$ cat src/sv/s88fb_pkg.sv
// Shared constants and types for the feedback shift-register bus reader.
`default_nettype none

package s88fb_pkg;

	// Default chain length limit for the contact image store.
	localparam int MAX_MODULES_DEF = 32;

	// Configuration register widths and layout.
	localparam int CFG_INDEX_W   = 2;
	localparam int CFG_DATA_W    = 15;
	localparam int COUNT_W       = 6;
	localparam int BASE_W        = 15;
	localparam int ADDR_W        = 16;
	localparam int TICK_W        = 10;
	localparam int BIT_W         = 3;
	localparam int MODULE_BITS   = 8;

	// Register indexes of the configuration port.
	localparam logic [CFG_INDEX_W-1:0] REG_ENABLE       = 2'd0;
	localparam logic [CFG_INDEX_W-1:0] REG_MODULE_COUNT = 2'd1;
	localparam logic [CFG_INDEX_W-1:0] REG_ADDRESS_BASE = 2'd2;

	// Reset values of the configuration registers.
	localparam logic [COUNT_W-1:0] MODULE_COUNT_RST = 6'd1;

	// Tick schedule of one bus scan.
	localparam logic [TICK_W-1:0] TICK_LOAD_ON    = 10'd3;
	localparam logic [TICK_W-1:0] TICK_CLOCK_ON   = 10'd4;
	localparam logic [TICK_W-1:0] TICK_FIRST_READ = 10'd5;
	localparam logic [TICK_W-1:0] TICK_RESET_ON   = 10'd9;
	localparam logic [TICK_W-1:0] TICK_RESET_OFF  = 10'd10;
	localparam logic [TICK_W-1:0] TICK_LOAD_OFF   = 10'd11;
	localparam logic [TICK_W-1:0] TICK_SHIFT      = 10'd12;

	// Contact image value after enable or reset: all contacts high.
	localparam logic [MODULE_BITS-1:0] IMAGE_RST = 8'hFF;

	// Levels driven on the three bus control lines.
	typedef struct packed {
		logic load;
		logic clock;
		logic reset;
	} bus_lines_t;

endpackage

`default_nettype wire

$ cat src/sv/s88_feedback_bus_reader.sv
// Top level of the feedback shift-register bus reader (bus master sequencer).
// The result transaction for a tick shows on the output in the cycle after the tick is
// accepted; one tick is accepted per clock while the output does not stall, set by the single output register.
// The input stalls only while a finished result waits and the output side stalls.
// Reset (arst_n low) clears the scan counters, the line levels and the output valid, loads the
// configuration defaults (disabled, one module, base zero) and sets the contact image to all ones.
`default_nettype none

module s88_feedback_bus_reader #(
	parameter int MAX_MODULES = s88fb_pkg::MAX_MODULES_DEF
) (
	input  wire logic                                clk,
	input  wire logic                                arst_n,

	// Configuration write port.
	input  wire logic                                cfg_write,
	input  wire logic [s88fb_pkg::CFG_INDEX_W-1:0]   cfg_index,
	input  wire logic [s88fb_pkg::CFG_DATA_W-1:0]    cfg_data,

	// Tick channel: one transaction per paced bus tick.
	input  wire logic                                in_valid,
	output logic                                     in_stall,
	input  wire logic                                data_in,

	// Result channel: one transaction per accepted tick.
	output logic                                     out_valid,
	input  wire logic                                out_stall,
	output logic                                     load_level,
	output logic                                     clock_level,
	output logic                                     reset_level,
	output logic                                     change_valid,
	output logic [s88fb_pkg::ADDR_W-1:0]             change_address,
	output logic                                     change_level
);

	// The image index needs enough bits to address every module of the store.
	localparam int IDX_W = (MAX_MODULES > 1) ? $clog2(MAX_MODULES) : 1;
	// Counts are compared one bit wider so that a limit of 64 still fits.
	localparam int CMP_W = s88fb_pkg::COUNT_W + 1;
	localparam logic [CMP_W-1:0] MAX_CMP = CMP_W'(MAX_MODULES);

	// Configuration registers.
	logic                                  enable_q;
	logic [s88fb_pkg::COUNT_W-1:0]         module_count_q;
	logic [s88fb_pkg::BASE_W-1:0]          address_base_q;

	// Scan state.
	logic [s88fb_pkg::TICK_W-1:0]          tick_q;
	logic [s88fb_pkg::COUNT_W-1:0]         module_index_q;
	logic [s88fb_pkg::BIT_W-1:0]           bit_index_q;
	s88fb_pkg::bus_lines_t                 lines_q;
	logic [s88fb_pkg::MODULE_BITS-1:0]     image_q [MAX_MODULES];

	// Output register.
	logic                                  out_valid_q;
	s88fb_pkg::bus_lines_t                 out_lines_q;
	logic                                  change_valid_q;
	logic [s88fb_pkg::ADDR_W-1:0]          change_address_q;
	logic                                  change_level_q;

	// Next-state logic for one tick.
	logic                                  accept;
	logic                                  enable_write;
	logic [CMP_W-1:0]                      eff_count;
	logic                                  read_tick;
	logic                                  in_range;
	logic [IDX_W-1:0]                      image_idx;
	logic                                  old_bit;
	logic                                  changed;
	logic [s88fb_pkg::ADDR_W-1:0]          change_addr;
	logic [s88fb_pkg::BIT_W-1:0]           bit_index_inc;
	logic [s88fb_pkg::COUNT_W-1:0]         module_index_inc;
	logic [s88fb_pkg::TICK_W-1:0]          tick_inc;
	s88fb_pkg::bus_lines_t                 lines_step;
	logic                                  restart;
	s88fb_pkg::bus_lines_t                 lines_next;

	// A new tick enters whenever the output register is empty or is being emptied.
	assign in_stall     = out_valid_q & out_stall;
	assign accept       = in_valid & ~in_stall;
	assign enable_write = cfg_write && (cfg_index == s88fb_pkg::REG_ENABLE) && cfg_data[0];

	// Chain length, saturated to the size of the image store.
	assign eff_count = ({1'b0, module_count_q} > MAX_CMP) ? MAX_CMP : {1'b0, module_count_q};

	// Ticks that drop the clock and sample the data line: the first read, then every odd
	// tick of the shift phase.
	assign read_tick = (tick_q == s88fb_pkg::TICK_FIRST_READ) ||
		((tick_q >= s88fb_pkg::TICK_SHIFT) && tick_q[0]);

	// A module index at or past the chain length (after a count change) compares nothing.
	assign in_range  = ({1'b0, module_index_q} < eff_count) && ({1'b0, module_index_q} < MAX_CMP);
	assign image_idx = module_index_q[IDX_W-1:0];
	assign old_bit   = image_q[image_idx][bit_index_q];
	assign changed   = read_tick && in_range && (old_bit != data_in);

	// Contact address: base plus module times eight plus bit.
	assign change_addr = s88fb_pkg::ADDR_W'(address_base_q) +
		s88fb_pkg::ADDR_W'({module_index_q, bit_index_q});

	assign bit_index_inc    = bit_index_q + 1'b1;
	assign module_index_inc = (bit_index_q == '1) ? module_index_q + 1'b1 : module_index_q;
	assign tick_inc         = tick_q + 1'b1;

	// Line levels driven by this tick's schedule entry.
	always_comb begin
		lines_step = lines_q;
		if (tick_q == s88fb_pkg::TICK_LOAD_ON) begin
			lines_step.load = 1'b1;
		end else if (tick_q == s88fb_pkg::TICK_CLOCK_ON) begin
			lines_step.clock = 1'b1;
		end else if (tick_q == s88fb_pkg::TICK_RESET_ON) begin
			lines_step.reset = 1'b1;
		end else if (tick_q == s88fb_pkg::TICK_RESET_OFF) begin
			lines_step.reset = 1'b0;
		end else if (tick_q == s88fb_pkg::TICK_LOAD_OFF) begin
			lines_step.load = 1'b0;
		end else if (read_tick) begin
			lines_step.clock = 1'b0;
		end else if (tick_q >= s88fb_pkg::TICK_SHIFT) begin
			lines_step.clock = 1'b1;
		end
	end

	// The scan restarts at the end of the tick once every module has been read; the lines
	// of that tick already show low.
	assign restart    = {1'b0, (read_tick ? module_index_inc : module_index_q)} >= eff_count;
	assign lines_next = restart ? '0 : lines_step;

	// Configuration registers.
	always_ff @(posedge clk or negedge arst_n) begin
		if (!arst_n) begin
			enable_q       <= 1'b0;
			module_count_q <= s88fb_pkg::MODULE_COUNT_RST;
			address_base_q <= '0;
		end else if (cfg_write) begin
			case (cfg_index)
				s88fb_pkg::REG_ENABLE:       enable_q       <= cfg_data[0];
				s88fb_pkg::REG_MODULE_COUNT: module_count_q <= cfg_data[s88fb_pkg::COUNT_W-1:0];
				s88fb_pkg::REG_ADDRESS_BASE: address_base_q <= cfg_data[s88fb_pkg::BASE_W-1:0];
				default: ;
			endcase
		end
	end

	// Scan counters and line levels. A disabled block holds all of them.
	always_ff @(posedge clk or negedge arst_n) begin
		if (!arst_n) begin
			tick_q         <= '0;
			module_index_q <= '0;
			bit_index_q    <= '0;
			lines_q        <= '0;
		end else if (enable_write) begin
			tick_q         <= '0;
			module_index_q <= '0;
			bit_index_q    <= '0;
			lines_q        <= '0;
		end else if (accept && enable_q) begin
			lines_q <= lines_next;
			if (restart) begin
				tick_q         <= '0;
				module_index_q <= '0;
				bit_index_q    <= '0;
			end else begin
				tick_q <= tick_inc;
				if (read_tick) begin
					bit_index_q    <= bit_index_inc;
					module_index_q <= module_index_inc;
				end
			end
		end
	end

	// Contact image: all ones after reset and on enable, one bit updated per change.
	always_ff @(posedge clk or negedge arst_n) begin
		if (!arst_n) begin
			for (int m = 0; m < MAX_MODULES; m++) begin
				image_q[m] <= s88fb_pkg::IMAGE_RST;
			end
		end else if (enable_write) begin
			for (int m = 0; m < MAX_MODULES; m++) begin
				image_q[m] <= s88fb_pkg::IMAGE_RST;
			end
		end else if (accept && enable_q && changed) begin
			image_q[image_idx][bit_index_q] <= data_in;
		end
	end

	// Output valid.
	always_ff @(posedge clk or negedge arst_n) begin
		if (!arst_n) begin
			out_valid_q <= 1'b0;
		end else if (accept) begin
			out_valid_q <= 1'b1;
		end else if (!out_stall) begin
			out_valid_q <= 1'b0;
		end
	end

	// Result payload, loaded with every accepted tick.
	always_ff @(posedge clk) begin
		if (accept) begin
			if (enable_q) begin
				out_lines_q      <= lines_next;
				change_valid_q   <= changed;
				change_address_q <= changed ? change_addr : '0;
				change_level_q   <= changed & data_in;
			end else begin
				out_lines_q      <= lines_q;
				change_valid_q   <= 1'b0;
				change_address_q <= '0;
				change_level_q   <= 1'b0;
			end
		end
	end

	assign out_valid      = out_valid_q;
	assign load_level     = out_lines_q.load;
	assign clock_level    = out_lines_q.clock;
	assign reset_level    = out_lines_q.reset;
	assign change_valid   = change_valid_q;
	assign change_address = change_address_q;
	assign change_level   = change_level_q;

endmodule

`default_nettype wire

$ cat config.mk
export PLATFORM = sky130hd
export DESIGN_NAME = s88_feedback_bus_reader
export DESIGN_NICKNAME = d
export VERILOG_FILES = /design/src/sv/s88fb_pkg.sv /design/src/sv/s88_feedback_bus_reader.sv
export SDC_FILE = /design/constraint.sdc
export NUM_CORES = 1
export LEC_CHECK = 0
export ABC_CLOCK_PERIOD_IN_PS = 5250
export BUFFER_PORTS_ARGS = -buffer_cell sky130_fd_sc_hd__buf_2
export CAP_MARGIN = 20
export CORE_ASPECT_RATIO = 0.75
export CORE_MARGIN = 3
export CORE_UTILIZATION = 60
export CTS_BUF_LIST = sky130_fd_sc_hd__clkbuf_8
export CTS_CLUSTER_DIAMETER = 150
export DETAILED_ROUTE_END_ITERATION = 12
export PLACE_DENSITY = 0.77
export REMOVE_ABC_BUFFERS = 1
export SLEW_MARGIN = 5
export SYNTH_ARGS = -nofsm -noshare
export SYNTH_HDL_FRONTEND = slang
export SYNTH_SLANG_ARGS = --single-unit
$ cat constraint.sdc
create_clock -name clk -period 5.25 [get_ports clk]
set_input_delay 0.2625 -clock clk [delete_from_list [all_inputs] [get_ports clk]]
set_output_delay 0.2625 -clock clk [all_outputs]
set_load 0.05 [all_outputs]
After elaboration in Yosys (flattened, before gate mapping)
Index checks and enable logic that the tools add are counted.
Storage, ports and cells
  output and inout port bits: 23
  input bits: 23
  logic and storage cells: 141
  register bits: 322
Cells by class
  bitwise operators: 5
  equal/unequal tests: 11
  add/subtract/negate cells: 4
  multiplexer cells: 44
  order comparisons: 9
  reduce and logical (&&, ||, !) cells: 20
Operators with widths (count)
  256-bit 2-to-1 mux: 2
  256-bit bitwise mux: 1
  8-bit binary-select mux with 5-bit select: 1
  8-bit demux with 5-bit select: 1
  6-bit 2-to-1 mux: 6
  10-bit by 4-bit equality test with 1-bit output, second input constant: 3
  10-bit 2-to-1 mux: 3
  3-bit 2-to-1 mux: 8
  8-bit 2-to-1 mux: 3
  10-bit by 3-bit equality test with 1-bit output, second input constant: 2
  15-bit by 9-bit adder with 16-bit output: 1
  1-bit 2-to-1 mux: 14
  10-bit by 1-bit adder with 10-bit output, second input constant: 1
  10-bit by 2-bit equality test with 1-bit output, second input constant: 1
  10-bit by 4-bit greater-or-equal comparator with 1-bit output, second input constant: 1
  1-bit logical AND: 10
  2-bit AND reduction: 5
  6-bit by 1-bit adder with 6-bit output, second input constant: 1
  6-bit greater-or-equal comparator: 1
  6-bit greater-or-equal comparator, second input constant: 1
  6-bit > comparator, second input constant: 1
  6-bit by 1-bit < comparator with 1-bit output, second input constant: 1
  6-bit < comparator: 1
  6-bit < comparator, second input constant: 1
  other kinds (18): 23

Logic depth before layout (Yosys ltp)
  word-level depth: 12
  gate-level depth with buffers: 19
  gate-level depth less buffers: 18

Worst setup path before layout
No wires, ideal clock.
  path type: reg-to-reg
  start point: register tick_q[4] (netlist name)
  end point: register tick_q[4] (netlist name)
  arrival: 3871 ps
  clock period less this slack: 3953 ps
  cell stages (with the launch flop): 17
  required time: 5167 ps
  slack: 1297 ps
  setup time: 83 ps
  path buffers: 1
  path through: dfrtp_1 > or4_1 > or3_1 > a22o_2 > nand2_1 > inv_1 > o21ai_0 > ha_1 > a21o_1 > a21o_1 > a21o_1 > a21oi_1 > o21bai_1 > nor3_1 > clkbuf_1 > nand2_1 > o21ai_0
Between the ends
  longest elaborated chain between the ends: 8
  elaborated cells between the ends (all ways): 10
  classes of those cells: add/sub (1); order compare (2); eq/ne (1); mux (4); reduce/logical (2)
RTL lines
  start: declaration: line s88_feedback_bus_reader.sv:48  | logic [s88fb_pkg::TICK_W-1:0] tick_q;
  start signal: assignment: line s88_feedback_bus_reader.sv:165  | tick_q <= tick_inc;
  10-bit by 4-bit greater-or-equal comparator with 1-bit output: line s88_feedback_bus_reader.sv:89  | ((tick_q >= s88fb_pkg::TICK_SHIFT) && tick_q[0]);
  1-bit logical AND: line s88_feedback_bus_reader.sv:89
  1-bit logical OR: line s88_feedback_bus_reader.sv:88  | assign read_tick = (tick_q == s88fb_pkg::TICK_FIRST_READ) ||
  6-bit 2-to-1 mux
  6-bit greater-or-equal comparator: line s88_feedback_bus_reader.sv:127  | assign restart = {1'b0, (read_tick ? module_index_inc : module_index_q)} >= eff_count;
  10-bit 2-to-1 mux (*): line s88_feedback_bus_reader.sv:160  | if (restart) begin
  10-bit 2-to-1 mux (*): line s88_feedback_bus_reader.sv:158  | end else if (accept && enable_q) begin
  10-bit 2-to-1 mux (*): line s88_feedback_bus_reader.sv:153  | end else if (enable_write) begin
Every way passes the cells marked *; elsewhere a longest branch is shown, timed or not. The select of a mux whose other input is x is not followed.
A chain may end at the register's enable or synchronous reset.

Final worst setup path
  start point: register module_index_q[1] (netlist name)
  end point: register image_q[135] (netlist name)
Between the ends
  longest elaborated chain between the ends: 10
  elaborated cells between the ends (all ways): 22
  classes of those cells: order compare (4); eq/ne (1); mux (10); bitwise (1); reduce/logical (6)
RTL lines
  start: declaration: line s88_feedback_bus_reader.sv:49  | logic [s88fb_pkg::COUNT_W-1:0] module_index_q;
  start signal: assignment: line s88_feedback_bus_reader.sv:168  | module_index_q <= module_index_inc;
  5-bit NOT with 6-bit output (not written as such): line s88_feedback_bus_reader.sv:94, s88_feedback_bus_reader.sv:185
  8-bit binary-select mux with 5-bit select: line s88_feedback_bus_reader.sv:94  | assign old_bit = image_q[image_idx][bit_index_q];
  8-bit 2-to-1 mux (not written as such) (2 in series): line s88_feedback_bus_reader.sv:94
  1-bit binary-select mux with 3-bit select: line s88_feedback_bus_reader.sv:94
  1-bit 2-to-1 mux (not written as such): line s88_feedback_bus_reader.sv:94
  1-bit != test: line s88_feedback_bus_reader.sv:95  | assign changed = read_tick && in_range && (old_bit != data_in);
  1-bit logical AND: line s88_feedback_bus_reader.sv:95
  1-bit logical AND: line s88_feedback_bus_reader.sv:184  | end else if (accept && enable_q && changed) begin
  2-bit nonzero test (no line)
  end signal: indexed assignment: line s88_feedback_bus_reader.sv:178  | image_q[m] <= s88fb_pkg::IMAGE_RST;
  end signal: indexed assignment: line s88_feedback_bus_reader.sv:182  | image_q[m] <= s88fb_pkg::IMAGE_RST;
  end signal: indexed assignment: line s88_feedback_bus_reader.sv:185  | image_q[image_idx][bit_index_q] <= data_in;
  end: declaration: line s88_feedback_bus_reader.sv:52  | logic [s88fb_pkg::MODULE_BITS-1:0] image_q [MAX_MODULES];
Parallel ways exist; a longest one is shown, timed or not. The select of a mux whose other input is x is not followed.

==> impl_metrics.json <==
{
  "cts_resized": 0,
  "synthSimpleGateAreaFrac": 0.107,
  "start_kind": "register",
  "period_minus_slack_ns": 4.58,
  "place_area_sq_um": 18400,
  "worst_slack_ns": 0.674,
  "setup_viol": 0,
  "setup.worst_path.end_class": "register",
  "synth_seq_cells": 322,
  "synthAdderAreaFrac": 0.0220,
  "ant_nets": 0,
  "synth.avg_cell_area_sq_um": 10.2,
  "core_area_sq_um": 29300,
  "cp_slowest_cell": "nor3_4",
  "path_max_fanout": 23,
  "finalCritPeriodShare": 0.872,
  "clk_pin_slew_ns": 0.06,
  "synth_top_area_share": 0.376,
  "syn_area_sq_um": 18000,
  "synth_top_family_by_area": "compound AO/OA/AOI/OAI gates",
  "die_h_um": 156,
  "clock_latency_ns": 0.63,
  "cts_tree": "done",
  "cpMostUsedCell": "buf_4",
  "grt.overflow.total": 0,
  "synth-edff-count": 21,
  "viasPerCell": 7.13,
  "rsz0062_at_grt": "false",
  "cts_setup_buffers": 0,
  "start_util": 0.614,
  "reg2reg_depth": 12,
  "ys_top_cells_by_count": "dfstp_2 (257), o21ai_0 (257), nor2_1 (173)",
  "io_pins": 46,
  "report.final.slew_viol_count": 0,
  "synthArstFlopShare": 0.935,
  "tightest_slew_ns": 1.11,
  "dp.cells": 2074,
  "ctsHoldBuffers": 19,
  "synth_xor_area_frac": 0.00982,
  "die_w_um": 206,
  "slew-limit-headroom": 0.259,
  "crit_type": "register to register",
  "crit_path_start": "module_index_q[1]$_DFFE_PN0P_",
  "yosysWarnings": 0,
  "nNetsFinal": 1810,
  "final_area_sq_um": 19600,
  "synth-compound-area-share": 0.249,
  "critPathBufInv": 3,
  "synthMuxAreaShare": 0.0867,
  "cts.sinks": 322,
  "worst-path-stages": 12,
  "cp_data_arrival_time_ns": 5.09,
  "cts_root_buf": "clkbuf_8",
  "fin_cells": 2186,
  "antenna_cells": 0,
  "die_area_sq_um": 32100,
  "drt_iter0_drc": 2204,
  "track_usage": 0.352,
  "final_core_util": 0.670,
  "fin_tns_setup_ns": 0,
  "synth_ff_type": "dfstp_2",
  "clk_path_buf_depth": 3,
  "cellPowerDensity_nw_per_um2": 271,
  "status": "complete, no violations",
  "pre_cts_ws_ns": 0.751,
  "cap_violations": 0,
  "remaining_drc_errors": 0,
  "synth.distinct_cells": 68,
  "firstDrtPassIters": 6,
  "wl_mm": 56.3,
  "tritoncts.num_buffers": 51,
  "cts_max_level": 2,
  "max_stage_delay_ns": 0.89,
  "fmax_ghz": 0.219,
  "worstHoldPathType": "input pin to register",
  "place_hpwl_mm": 35.7,
  "cp_cell_sequence": "buf_4, buf_4, mux2i_1, o22ai_1, nor4_1, nand3_1, o211ai_1, nand4_4, xnor2_4, nor3_4, buf_4, o221ai_1",
  "synth_top_cells_by_area": "dfstp_2 (38%), mux2i_1 (7.4%), o21ai_0 (7.2%)",
  "vias": 15600,
  "drive_above_1_share": 0.279,
  "peakVddDrop_uv": 246,
  "r2r_start": "module_index_q[1]$_DFFE_PN0P_",
  "crit_path_end": "image_q[135]$_DFFE_PN1P_",
  "grt_start_max_net_pins": 263,
  "required_ns": 5.77,
  "gp_congestion": 1.05,
  "post-synth-top-area-cell": "dfstp_2",
  "grt_pass1_vias": 14900,
  "cp_top_family": "simple AND/OR/NAND/NOR gates",
  "area.growth.synth_to_final_pct": 9.16,
  "p_leak_nw": 7.30,
  "antenna_found_initial": 0,
  "port_buffers": 45,
  "rrSetupSlack_ns": 0.67,
  "syn_inst": 1762,
  "timing.rr.end": "image_q[135]$_DFFE_PN1P_",
  "wire_per_inst_um": 25.7,
  "hold_viol_final": 0,
  "fin_skew_ns": 0.0222,
  "ys_seq_area_frac": 0.472,
  "grt_pass1_wl_mm": 88.3,
  "rows": 54
}
through the flow:
stage	hold WS [ns]	power, W
2_1_floorplan	-0.0331	0.00305
3_3_place_gp	0.377	0.00321
3_5_place_dp	0.387	0.00323
4_1_cts	0.0148	0.00530
5_1_grt	0.0709	0.00550
6_report	0.0669	0.00530
metal layers:
metal / wire [um] / GRT usage / vias up
li1: - / - / 6696
met1: 23400 / 0.515 / 7711
met2: 23500 / 0.486 / 944
met3: 6860 / 0.114 / 228
met4: 2520 / 0.137 / 0
met5: 0 / 0.00149 / -
cell usage in the layout, fill, tap and decap left out, types with 12 or more instances in the layout:
| cell type | n |
|---|---|
| o41ai_2 | 14 |
| dfstp_2 | 257 |
| inv_1 | 64 |
| buf_2 | 44 |
| o211ai_1 | 110 |
| nand2_1 | 57 |
| nand3_1 | 42 |
| o221ai_2 | 22 |
| clkbuf_8 | 61 |
| ha_1 | 30 |
| edfxtp_1 | 21 |
| mux2_2 | 21 |
| mux2i_1 | 129 |
| nor2_1 | 173 |
| dfrtp_1 | 43 |
| o21ai_0 | 257 |
| nor2b_1 | 12 |
| nor4_1 | 34 |
| dlygate4sd3_1 | 19 |
| o22ai_1 | 64 |
| buf_4 | 46 |
| o221ai_1 | 121 |
state kept, by name (all words and copies together), names as in the netlist, 3 cells and up:
register,flops
module_count_q,6
tick_q,10
image_q,256
bit_index_q,3
module_index_q,6
address_base_q,15
lines_q,3
change_address,16
kinds of logic after synthesis:
| kind of cell | after synthesis |
|---|---|
| multiplexers | 153 |
| adder cells (fa/ha/maj) | 31 |
| flip-flops | 322 |
| AO/OA/AOI/OAI | 632 |
| XOR/XNOR | 18 |
| AND/OR/NAND/NOR | 388 |
| buffers and inverters | 218 |
worst min-delay path: cells and delay by family:
family | cells | cell delay [ns]
AO/OA/AOI/OAI | 1 | 0.10
buffers and inverters | 1 | 0.12
AND/OR/NAND/NOR | 2 | 0.19
how the worst min path moves through the flow:
stage	startpoint	end	slack, ns	depth (start not counted)
5_1_grt	cfg_write	enable_q$_DFFE_PN0P_	0.07	4
2_1_floorplan	arst_n	address_base_q[0]$_DFFE_PN0P_	-0.03	0
3_5_place_dp	arst_n	address_base_q[13]$_DFFE_PN0P_	0.39	1
3_3_place_gp	arst_n	address_base_q[12]$_DFFE_PN0P_	0.38	1
4_1_cts	cfg_write	enable_q$_DFFE_PN0P_	0.01	4
6_report	cfg_write	enable_q$_DFFE_PN0P_	0.07	4
power breakdown:
group | total [W] | switching, W | internal, W
registers | 0.00274 | 0.0000835 | 0.00265
clock network | 0.00208 | 0.00103 | 0.00105
logic | 0.000490 | 0.000307 | 0.000184
final cells by class:
class,count,area [sq um]
multi-input cells,1222,8550
flip-flops and latches,322,8490
inverters,39,146
fillers,2194,9650
clock inverters,30,125
well taps,392,490
clock buffers,61,840
repair buffers,120,970
Power figures use the tool's default switching activity.
